### src/rtl/calm_pkg.sv
// shared constants and types for the current average limit monitor
package calm_pkg;

	localparam int SAMPLE_BITS = 10;
	localparam int SHIFT       = 4;
	localparam int WINDOW      = 1 << SHIFT;
	localparam int POS_BITS    = SHIFT;
	localparam int SUM_BITS    = SAMPLE_BITS + SHIFT;
	localparam int REG_BITS    = 10;

	typedef logic [SAMPLE_BITS-1:0] sample_t;
	typedef logic [SUM_BITS-1:0]    sum_t;
	typedef logic [POS_BITS-1:0]    pos_t;
	typedef logic [REG_BITS-1:0]    reg_t;

	typedef enum logic [0:0] {
		REG_CURRENT_LIMIT    = 1'b0,
		REG_LIMIT_HYSTERESIS = 1'b1
	} reg_index_t;

endpackage

### src/rtl/calm_window.sv
// sample ring and running window sum for the boxcar average
module calm_window (
	input  logic             clk,
	input  logic             arst_n,
	input  logic             advance,
	input  calm_pkg::sample_t sample,
	output calm_pkg::sum_t    sum_next
);
	import calm_pkg::*;

	sample_t ring_q [WINDOW];
	pos_t    pos_q;
	sum_t    sum_q;
	pos_t    pos_next;

	always_comb begin
		if (pos_q == pos_t'(WINDOW - 1)) begin
			pos_next = '0;
		end else begin
			pos_next = pos_q + pos_t'(1);
		end
		sum_next = sum_q - sum_t'(ring_q[pos_next]) + sum_t'(sample);
	end

	always_ff @(posedge clk or negedge arst_n) begin
		if (!arst_n) begin
			pos_q <= '0;
			sum_q <= '0;
			for (int k = 0; k < WINDOW; k++) begin
				ring_q[k] <= '0;
			end
		end else if (advance) begin
			pos_q            <= pos_next;
			sum_q            <= sum_next;
			ring_q[pos_next] <= sample;
		end
	end

endmodule

### src/rtl/current_avg_limit_monitor_core.sv
// top level of the motor current average and limit monitor
// a request waits in the input register, then its result in the output register
// one request per cycle without out_stall, set by the single ring write and sum update
// an input register and an output register allow a new request while a result waits
// reset clears the sample ring, window sum, ring position, limit flag and both valid bits
module current_avg_limit_monitor_core (
	input  logic                   clk,
	input  logic                   arst_n,
	input  logic                   in_valid,
	output logic                   in_stall,
	input  calm_pkg::sample_t      current_sample,
	input  logic                   enable_a_level,
	input  logic                   enable_b_level,
	output logic                   out_valid,
	input  logic                   out_stall,
	output calm_pkg::sample_t      average_current,
	output logic                   limit_active,
	output logic                   fault_a,
	output logic                   fault_b,
	output logic                   fault_any,
	input  logic                   wr_en,
	input  calm_pkg::reg_index_t   wr_index,
	input  calm_pkg::reg_t         wr_data
);
	import calm_pkg::*;

	reg_t    current_limit_q;
	reg_t    limit_hysteresis_q;

	logic    valid_s1;
	sample_t sample_s1;
	logic    ena_s1;
	logic    enb_s1;

	logic    flag_q;
	logic    out_valid_q;
	sample_t avg_q;
	logic    lim_q;
	logic    fa_q;
	logic    fb_q;

	logic    out_ready;
	logic    advance;
	sum_t    sum_next;
	sample_t avg;
	reg_t    release_th;
	logic    flag_next;

	// configuration writes
	always_ff @(posedge clk or negedge arst_n) begin
		if (!arst_n) begin
			current_limit_q    <= '0;
			limit_hysteresis_q <= '0;
		end else if (wr_en) begin
			unique case (wr_index)
				REG_CURRENT_LIMIT:    current_limit_q    <= wr_data;
				REG_LIMIT_HYSTERESIS: limit_hysteresis_q <= wr_data;
				default:              ;
			endcase
		end
	end

	assign out_ready = !out_valid_q || !out_stall;
	assign advance   = valid_s1 && out_ready;
	assign in_stall  = valid_s1 && !out_ready;

	// input register
	always_ff @(posedge clk or negedge arst_n) begin
		if (!arst_n) begin
			valid_s1 <= 1'b0;
		end else if (!in_stall) begin
			valid_s1 <= in_valid;
		end
	end

	always_ff @(posedge clk) begin
		if (in_valid && !in_stall) begin
			sample_s1 <= current_sample;
			ena_s1    <= enable_a_level;
			enb_s1    <= enable_b_level;
		end
	end

	calm_window u_window (
		.clk      (clk),
		.arst_n   (arst_n),
		.advance  (advance),
		.sample   (sample_s1),
		.sum_next (sum_next)
	);

	// average and hysteresis limit
	always_comb begin
		avg        = sum_next[SUM_BITS-1:SHIFT];
		release_th = (current_limit_q > limit_hysteresis_q) ?
			(current_limit_q - limit_hysteresis_q) : '0;
		flag_next  = flag_q;
		if (current_limit_q != '0) begin
			if (avg > current_limit_q) begin
				flag_next = 1'b1;
			end
			if (flag_next && (avg < release_th)) begin
				flag_next = 1'b0;
			end
		end
	end

	always_ff @(posedge clk or negedge arst_n) begin
		if (!arst_n) begin
			flag_q      <= 1'b0;
			out_valid_q <= 1'b0;
		end else begin
			if (advance) begin
				flag_q <= flag_next;
			end
			if (out_ready) begin
				out_valid_q <= valid_s1;
			end
		end
	end

	// result register
	always_ff @(posedge clk) begin
		if (advance) begin
			avg_q <= avg;
			lim_q <= flag_next;
			fa_q  <= !ena_s1;
			fb_q  <= !enb_s1;
		end
	end

	assign out_valid       = out_valid_q;
	assign average_current = avg_q;
	assign limit_active    = lim_q;
	assign fault_a         = fa_q;
	assign fault_b         = fb_q;
	assign fault_any       = fa_q | fb_q | lim_q;

endmodule

### config.mk
export PLATFORM = sky130hd
export DESIGN_NAME = current_avg_limit_monitor_core
export DESIGN_NICKNAME = d
export VERILOG_FILES = /design/src/rtl/calm_pkg.sv /design/src/rtl/calm_window.sv /design/src/rtl/current_avg_limit_monitor_core.sv
export SDC_FILE = /design/constraint.sdc
export NUM_CORES = 1
export LEC_CHECK = 0
export BUFFER_PORTS_ARGS = -buffer_cell sky130_fd_sc_hd__buf_2
export CORE_AREA = 4 4 213 132
export DETAILED_ROUTE_END_ITERATION = 8
export DIE_AREA = 0 0 217 136
export PLACE_DENSITY = 0.64
export REMOVE_ABC_BUFFERS = 1
export SYNTH_ARGS = -nofsm -noshare
export SYNTH_HDL_FRONTEND = slang
export SYNTH_HIERARCHICAL = 1
export SYNTH_SLANG_ARGS = --single-unit
### constraint.sdc
create_clock -name clk -period 8.2 [get_ports clk]
set_input_delay 0.41 -clock clk [delete_from_list [all_inputs] [get_ports clk]]
set_output_delay 0.41 -clock clk [all_outputs]
set_load 0.005 [all_outputs]
Word-level counts from Yosys, hierarchy flattened
Index checks and enable logic that the tools add are counted.
{"block": "word_totals", "ramBits": 0, "romBits": 0, "ff_bits": 226, "memories": 0, "in_bits": 28, "out_inout_bits": 16, "elab_cells": 71, "latchBits": 0}
{"block": "op_classes", "eq_ne": 1, "multipliers": 0, "n_shift": 0, "n_reduce_logical": 15, "order_cmp": 5, "n_mux": 12, "add_sub_neg": 4, "div_mod_pow": 0, "n_bitwise": 4}
{"cell": "160-bit bitwise mux", "n": 1}
{"cell": "10-bit binary-select mux with 4-bit select", "n": 1}
{"cell": "10-bit demux with 4-bit select", "n": 1}
{"cell": "10-bit two-way mux", "n": 4}
{"cell": "10-bit > comparator", "n": 2}
{"cell": "14-bit by 10-bit adder with 14-bit output", "n": 1}
{"cell": "14-bit by 10-bit subtractor with 14-bit output", "n": 1}
{"cell": "10-bit less-than comparator", "n": 1}
{"cell": "10-bit nonzero test", "n": 1}
{"cell": "10-bit subtractor", "n": 1}
{"cell": "1-bit logical NOT", "n": 6}
{"cell": "5-bit >= comparator, second input constant", "n": 1}
{"cell": "1-bit logical AND", "n": 5}
{"cell": "5-bit by 1-bit less-than comparator with 1-bit output, second input constant", "n": 1}
{"cell": "4-bit inverter with 5-bit output", "n": 1}
{"cell": "4-bit by 1-bit adder with 4-bit output, second input constant", "n": 1}
{"cell": "4-bit == test, second input constant", "n": 1}
{"cell": "1-bit two-way mux", "n": 4}
{"cell": "4-bit two-way mux", "n": 1}
{"cell": "2-bit AND reduction", "n": 2}
{"cell": "1-bit OR", "n": 2}
{"cell": "1-bit logical OR", "n": 1}
{"cell": "1-bit inverter", "n": 1}

Logic depth before layout (Yosys ltp)
{"block": "depth", "depth_word": 14, "depth_mapped": 25, "mapped_depth_nobuf": 23}

Cells and area by module
The synthesis kept the hierarchy.
{"mod": "calm_window", "area_each_um2": 8969.9, "n_inst": 1, "seq_area_each_um2": 4454.3, "cells_each": 628}
{"mod": "current_avg_limit_monitor_core", "area_each_um2": 2615.0, "n_inst": 1, "seq_area_each_um2": 1326.3, "cells_each": 232}

Worst setup path before layout
OpenSTA, ideal clock, no wires.
{"block": "synth_path", "kind": "register -> register", "startpoint": "register u_window.pos_q[0]", "endpoint": "register flag_q", "arrival_ns": 5.297, "path_buffers": 3, "t_required_ns": 8.062, "period_less_slack_ns": 5.435, "stages_incl_launch_ff": 23, "setup_slack_ns": 2.765, "setup_time_ns": 0.138, "cell_sequence": "dfrtp_1 > inv_1 > ha_1 > buf_4 > buf_4 > clkbuf_1 > mux4_2 > o22ai_1 > or2_2 > fa_1 > inv_1 > fa_1 > nor2b_1 > o21ai_0 > a21o_1 > a21oi_1 > xor2_1 > ha_1 > and4_1 > a2111oi_0 > nor3_1 > nor3b_1 > a211oi_2"}
{"block": "synth_via", "elab_chain_len": 14, "elab_cells_between_ends": 16, "cone_classes": "add/sub: 3; order compare: 2; eq/ne: 1; mux: 8; bitwise: 1; reduce/logical: 1"}
{"element": "start: declaration", "line_no": "calm_window.sv:12", "rtl": "pos_t pos_q;"}
{"element": "start signal: assignment", "line_no": "calm_window.sv:33", "rtl": "pos_q <= pos_next;"}
{"element": "4-bit by 1-bit adder with 4-bit output / 4-bit == test (equally long branches)", "line_no": "calm_window.sv:20, calm_window.sv:17"}
{"element": "4-bit two-way mux *", "line_no": "calm_window.sv:17", "rtl": "if (pos_q == pos_t'(WINDOW - 1)) begin"}
{"element": "via u_window.pos_next[1]", "line_no": "calm_window.sv:14", "rtl": "pos_t pos_next;"}
{"element": "4-bit inverter with 5-bit output (not written as such) *", "line_no": "calm_window.sv:22", "rtl": "sum_next = sum_q - sum_t'(ring_q[pos_next]) + sum_t'(sample);"}
{"element": "10-bit binary-select mux with 4-bit select *", "line_no": "calm_window.sv:22"}
{"element": "10-bit two-way mux (not written as such) * (2 in a row)", "line_no": "calm_window.sv:22"}
{"element": "14-bit by 10-bit subtractor with 14-bit output *", "line_no": "calm_window.sv:22"}
{"element": "14-bit by 10-bit adder with 14-bit output *", "line_no": "calm_window.sv:22"}
{"element": "via sum_next[8]", "line_no": "current_avg_limit_monitor_core.sv:44", "rtl": "sum_t sum_next;"}
{"element": "10-bit > comparator", "line_no": "current_avg_limit_monitor_core.sv:99", "rtl": "if (avg > current_limit_q) begin"}
{"element": "1-bit two-way mux", "line_no": "current_avg_limit_monitor_core.sv:99"}
{"element": "1-bit two-way mux", "line_no": "current_avg_limit_monitor_core.sv:98", "rtl": "if (current_limit_q != '0) begin"}
{"element": "1-bit logical AND", "line_no": "current_avg_limit_monitor_core.sv:102", "rtl": "if (flag_next && (avg < release_th)) begin"}
{"element": "1-bit two-way mux *", "line_no": "current_avg_limit_monitor_core.sv:102"}
{"element": "1-bit two-way mux *", "line_no": "current_avg_limit_monitor_core.sv:98"}
{"element": "end signal: assignment", "line_no": "current_avg_limit_monitor_core.sv:114", "rtl": "flag_q <= flag_next;"}
{"element": "end: declaration", "line_no": "current_avg_limit_monitor_core.sv:35", "rtl": "logic flag_q;"}
The timed path passes the listed nets; every way through them passes the cells marked *. The select of a mux whose other input is x is not followed.
A chain may end at the register's enable or synchronous reset.

Final worst setup path
{"block": "layout_path", "startpoint": "register u_window.pos_q[0]", "endpoint": "register lim_q, in the netlist limit_active, data pin"}
{"block": "layout_via", "elab_chain_len": 14, "elab_cells_between_ends": 16, "cone_classes": "add/sub: 3; order compare: 2; eq/ne: 1; mux: 8; bitwise: 1; reduce/logical: 1"}
{"element": "4-bit by 1-bit adder with 4-bit output / 4-bit == test (equally long branches)", "line_no": "calm_window.sv:20, calm_window.sv:17"}
{"element": "4-bit two-way mux *", "line_no": "calm_window.sv:17"}
{"element": "via u_window.pos_next[1]", "line_no": "calm_window.sv:14"}
{"element": "4-bit inverter with 5-bit output (not written as such) *", "line_no": "calm_window.sv:22"}
{"element": "10-bit binary-select mux with 4-bit select *", "line_no": "calm_window.sv:22"}
{"element": "10-bit two-way mux (not written as such) * (2 in a row)", "line_no": "calm_window.sv:22"}
{"element": "14-bit by 10-bit subtractor with 14-bit output *", "line_no": "calm_window.sv:22"}
{"element": "14-bit by 10-bit adder with 14-bit output *", "line_no": "calm_window.sv:22"}
{"element": "via sum_next[13]", "line_no": "current_avg_limit_monitor_core.sv:44"}
{"element": "10-bit > comparator", "line_no": "current_avg_limit_monitor_core.sv:99"}
{"element": "1-bit two-way mux", "line_no": "current_avg_limit_monitor_core.sv:99"}
{"element": "1-bit two-way mux", "line_no": "current_avg_limit_monitor_core.sv:98"}
{"element": "1-bit logical AND", "line_no": "current_avg_limit_monitor_core.sv:102"}
{"element": "1-bit two-way mux *", "line_no": "current_avg_limit_monitor_core.sv:102"}
{"element": "1-bit two-way mux *", "line_no": "current_avg_limit_monitor_core.sv:98"}
{"element": "via flag_next", "line_no": "current_avg_limit_monitor_core.sv:47", "rtl": "logic flag_next;"}
{"element": "end signal: assignment", "line_no": "current_avg_limit_monitor_core.sv:126", "rtl": "lim_q <= flag_next;"}
{"element": "end: declaration", "line_no": "current_avg_limit_monitor_core.sv:38", "rtl": "logic lim_q;"}
Marked as above.

==> impl_results.html <==
<table>
<tr><th>Metric</th><th>Value</th></tr>
<tr><th colspan="2">Run status</th></tr>
<tr><td>Result of the run</td><td>finished with violations</td></tr>
<tr><td>Violated checks</td><td>hold timing</td></tr>
<tr><th colspan="2">Floorplan</th></tr>
<tr><td>Number of rows created at floorplan</td><td>46</td></tr>
<tr><td>I/O pin count</td><td>44</td></tr>
<tr><td>Die Span X</td><td>217 µm</td></tr>
<tr><td>Starting density of the core</td><td>0.4434</td></tr>
<tr><td>Die area</td><td>29510 µm²</td></tr>
<tr><td>Floorplan die height</td><td>136 µm</td></tr>
<tr><td>Floorplan core area</td><td>26130 µm²</td></tr>
<tr><th colspan="2">Synth</th></tr>
<tr><td>Post-synthesis simple-gate area fraction</td><td>0.06858</td></tr>
<tr><td>Instance count of the mapped netlist</td><td>860</td></tr>
<tr><td>Largest cells by area after synthesis</td><td>sky130_fd_sc_hd__dfrtp_1 (43%), sky130_fd_sc_hd__mux2_2 (17%), sky130_fd_sc_hd__mux4_2 (7.4%)</td></tr>
<tr><td>Synth Flop Type</td><td>sky130_fd_sc_hd__dfrtp_1</td></tr>
<tr><td>Post-synth design cell area</td><td>11580 µm²</td></tr>
<tr><td>Synth area leader</td><td>sky130_fd_sc_hd__dfrtp_1</td></tr>
<tr><td>Yosys top cell area share</td><td>0.4342</td></tr>
<tr><td>Yosys cell types</td><td>62</td></tr>
<tr><td>Number of flops mapped to enable cells by yosys</td><td>25</td></tr>
<tr><td>Yosys warnings</td><td>6</td></tr>
<tr><td>Avg Inst Size Synth</td><td>13.47 µm²</td></tr>
<tr><td>Dominant cell by count in the synthesized netlist</td><td>sky130_fd_sc_hd__dfrtp_1</td></tr>
<tr><td>Cell types with the highest counts after synthesis</td><td>sky130_fd_sc_hd__dfrtp_1 (201), sky130_fd_sc_hd__mux2_2 (180), sky130_fd_sc_hd__ha_1 (48)</td></tr>
<tr><td>Post-Synth XOR/XNOR Area</td><td>0.01512</td></tr>
<tr><td>Post-synthesis share of cell area spent on full adders, half adders and majority gates</td><td>0.07085</td></tr>
<tr><td>Async set-or-reset flop fraction in the synthesized netlist</td><td>0.8894</td></tr>
<tr><td>Area fraction in compound gates after synthesis</td><td>0.06275</td></tr>
<tr><td>Sequential element share of the synthesized area</td><td>0.4990</td></tr>
<tr><td>Flop and latch count out of synthesis</td><td>226</td></tr>
<tr><td>Main combinational cell family by area after synthesis</td><td>multiplexers</td></tr>
<tr><td>Multiplexer area fraction after synthesis</td><td>0.2542</td></tr>
<tr><th colspan="2">STA</th></tr>
<tr><td>Fin. max-slew vios</td><td>0</td></tr>
<tr><td>Worst setup slack after layout</td><td>1.469 ns</td></tr>
<tr><td>Setup TNS after final layout</td><td>0 ns</td></tr>
<tr><td>Least-Margin Pin Slew</td><td>0.9350 ns</td></tr>
<tr><td>Minimum clock period</td><td>6.731 ns</td></tr>
<tr><td>Post-route clock skew</td><td>0.01240 ns</td></tr>
<tr><td>Highest Clock Rate</td><td>148.6 MHz</td></tr>
<tr><td>Max transition margin</td><td>0.3760</td></tr>
<tr><td>Setup violators final</td><td>0</td></tr>
<tr><td>Hold Fails Final Rpt</td><td>5</td></tr>
<tr><td>Setup repair after global routing missed its margin</td><td>no</td></tr>
<tr><td>Final hold slack</td><td>-0.01258 ns</td></tr>
<tr><td>Final Cycle Share</td><td>0.8209</td></tr>
<tr><th colspan="2">Finish</th></tr>
<tr><td>Net total in the final layout</td><td>988</td></tr>
<tr><td>Count of inserted antenna diode cells</td><td>0</td></tr>
<tr><td>Area occupied by multi-input gates</td><td>5475 µm²</td></tr>
<tr><td>Post-Route Utilization</td><td>0.4940</td></tr>
<tr><td>Number of filler instances in the final layout</td><td>2301</td></tr>
<tr><td>Area added between synthesis and finish</td><td>11.43%</td></tr>
<tr><td>Non-filler cells, final</td><td>1276</td></tr>
<tr><td>Register area</td><td>5781 µm²</td></tr>
<tr><td>Share of layout cells above drive strength 1</td><td>0.3690</td></tr>
<tr><th colspan="2">Route</th></tr>
<tr><td>Met2 routed WL</td><td>10260 µm</td></tr>
<tr><td>Met1 Wirelength</td><td>14760 µm</td></tr>
<tr><td>Wire length on met3</td><td>1954 µm</td></tr>
<tr><td>Via-to-Cell Ratio</td><td>5.590</td></tr>
<tr><td>Via count of the routed design</td><td>7133</td></tr>
<tr><td>Routed wire length</td><td>27310 µm</td></tr>
<tr><td>Initial DRC Count</td><td>596</td></tr>
<tr><td>Drt wl/cell</td><td>21.40 µm</td></tr>
<tr><td>Length of the first detailed-routing pass in iterations</td><td>5</td></tr>
<tr><td>Remaining DRCs</td><td>0</td></tr>
<tr><td>Max layer used</td><td>met4</td></tr>
<tr><td>Count of nets left with antenna violations after detail routing</td><td>0</td></tr>
<tr><th colspan="2">Setup path</th></tr>
<tr><td>Worst path slowest cell</td><td>sky130_fd_sc_hd__ha_2</td></tr>
<tr><td>Capture instance of the worst register-to-register path</td><td>limit_active$_DFFE_PP_</td></tr>
<tr><td>Element type at the critical path end</td><td>register</td></tr>
<tr><td>Worst endpoint required time</td><td>8.46 ns</td></tr>
<tr><td>Sort of element at the start of the critical path</td><td>register</td></tr>
<tr><td>Crit path max fanout</td><td>27</td></tr>
<tr><td>Start-to-end type of the worst setup path</td><td>reg2reg</td></tr>
<tr><td>Cells traversed along the worst timing path</td><td>inv_1, ha_2, buf_12, mux4_2, nor2b_1, nor4_1, fa_1, ha_1, nand2_1, nor4b_1, o2111ai_1, and4_1, o21ai_0, o31a_1, ha_1, o21ai_0, o21ai_0, o32ai_1, a21oi_1</td></tr>
<tr><td>Largest stage delay on the critical path</td><td>0.70 ns</td></tr>
<tr><td>Crit path top cell by count</td><td>sky130_fd_sc_hd__o21ai_0</td></tr>
<tr><td>Data arrival time of the critical path</td><td>6.99 ns</td></tr>
<tr><td>Reg-to-reg critical path startpoint</td><td>u_window/pos_q[0]$_DFFE_PN0P_</td></tr>
<tr><td>Number of cell instances on the worst register-to-register path</td><td>19</td></tr>
<tr><td>Setup slack on the worst flop-to-flop path</td><td>1.47 ns</td></tr>
<tr><th colspan="2">Clock tree</th></tr>
<tr><td>Total setup buffers inserted after CTS</td><td>0</td></tr>
<tr><td>Post_cts resized</td><td>0</td></tr>
<tr><td>Clock Pin Slew Worst Setup and Hold Paths</td><td>0.07 ns</td></tr>
<tr><td>CTS H-Tree Depth</td><td>1</td></tr>
<tr><td>Number of buffers between clock root and the deepest sink</td><td>3</td></tr>
<tr><td>Clock tree root buffer cell</td><td>sky130_fd_sc_hd__clkbuf_16</td></tr>
<tr><td>Number of hold buffers added after CTS</td><td>0</td></tr>
<tr><td>Num Clock Sinks</td><td>226</td></tr>
<tr><td>Clock insertion delay at the later pin of the skew report</td><td>0.52 ns</td></tr>
<tr><td>Clock tree from TritonCTS</td><td>built</td></tr>
<tr><td>Inserted Clock Buffers</td><td>22</td></tr>
<tr><th colspan="2">Job</th></tr>
<tr><td>Maximum Capacitance Violations</td><td>0</td></tr>
<tr><th colspan="2">Placement</th></tr>
<tr><td>Cell total after placement</td><td>1237</td></tr>
<tr><td>Port Buffer Count</td><td>43</td></tr>
<tr><td>RePlAce Congestion</td><td>0.8740</td></tr>
<tr><td>Worst slack after detailed placement</td><td>1.627 ns</td></tr>
<tr><td>Estimated wirelength of the detail-placed design</td><td>19010 µm</td></tr>
<tr><th colspan="2">Hold path</th></tr>
<tr><td>Path category of the worst min-delay check</td><td>in2async</td></tr>
<tr><th colspan="2">Global route</th></tr>
<tr><td>Wire length of the first global-routing pass</td><td>43160 µm</td></tr>
<tr><td>Via count of the first global-routing pass</td><td>7077</td></tr>
<tr><td>Grt total ovfl</td><td>0</td></tr>
<tr><td>Largest net degree at the start of global routing</td><td>103</td></tr>
<tr><td>Antenna violations before repair</td><td>0</td></tr>
<tr><td>All-layer global routing usage</td><td>0.1874</td></tr>
</table>
## final cells by class
class                           count  area share
Sequential cell                   226      0.4478
Multi-Input combinational cell    557      0.4242
Clock buffer                       29     0.04943
Tap cell                          360     0.03489
Timing Repair Buffer               51     0.02394
Inverter                           43     0.01250
Clock inverter                     10    0.007270
## cells by family after synthesis
| family | count (synthesis) |
|---|---|
| flops | 226 |
| mux | 221 |
| simple gates | 152 |
| compound gates | 105 |
| buf+inv | 77 |
| fa+ha+maj | 59 |
| xor+xnor | 20 |
## flip-flops by register name, summed over array words and instances (netlist names)
name,count
limit_active,1
enb_s1,1
sample_s1,10
u_window/ring_q,160
average_current,10
limit_hysteresis_q,10
valid_s1,1
fault_a,1
out_valid,1
ena_s1,1
fault_b,1
u_window/pos_q,4
flag_q,1
u_window/sum_q,14
current_limit_q,10
## cells in the final DEF (no fill, tap or decap), types with 9 or more instances in the layout
master / count
sky130_fd_sc_hd__a21o_1: 11
sky130_fd_sc_hd__a21oi_1: 22
sky130_fd_sc_hd__buf_2: 42
sky130_fd_sc_hd__clkbuf_16: 23
sky130_fd_sc_hd__dfrtp_1: 201
sky130_fd_sc_hd__edfxtp_1: 25
sky130_fd_sc_hd__fa_1: 11
sky130_fd_sc_hd__ha_1: 47
sky130_fd_sc_hd__inv_1: 43
sky130_fd_sc_hd__mux2_2: 180
sky130_fd_sc_hd__mux4_2: 38
sky130_fd_sc_hd__nand2_1: 45
sky130_fd_sc_hd__nand2b_1: 9
sky130_fd_sc_hd__nand3_1: 10
sky130_fd_sc_hd__nor2_1: 15
sky130_fd_sc_hd__nor2_2: 17
sky130_fd_sc_hd__nor2b_1: 15
sky130_fd_sc_hd__o21ai_0: 26
sky130_fd_sc_hd__o22ai_1: 12
sky130_fd_sc_hd__xnor2_1: 13
## worst max-delay path: cells and delay by family (launching register included)
kind	cells	cell delay, ns
simple gates	5	1.60
compound gates	7	1.58
mux	1	0.52
buf+inv	2	0.42
fa+ha+maj	4	1.86
flops	1	0.50
## routing by layer
layer / up-vias / track usage
li1: 3233 / -
met1: 3658 / 0.3230
met2: 215 / 0.2347
met3: 27 / 0.04668
met4: 0 / 0.02541
met5: - / 0
## worst max path at each step
stage	startpoint	endpoint
after detailed placement	u_window/pos_q[0]$_DFFE_PN0P_	flag_q$_DFFE_PN0P_
after global routing	u_window/pos_q[0]$_DFFE_PN0P_	flag_q$_DFFE_PN0P_
after CTS	u_window/pos_q[0]$_DFFE_PN0P_	flag_q$_DFFE_PN0P_
final	u_window/pos_q[0]$_DFFE_PN0P_	limit_active$_DFFE_PP_
after global placement	u_window/pos_q[0]$_DFFE_PN0P_	flag_q$_DFFE_PN0P_
after floorplan	u_window/pos_q[0]$_DFFE_PN0P_	flag_q$_DFFE_PN0P_
## metrics by stage
stage | hold WS (ns) | cell area, µm²
after CTS | 0.02954 | 12910
after global routing | 0.04034 | 12910
after global placement | 0.4725 | 12180
final | -0.01258 | 12910
after floorplan | 0.1144 | 11400
after detailed placement | 0.4802 | 12180
Power is not shown: default switching activity piles up to over one toggle a cycle in this logic, so the estimate is an artifact.
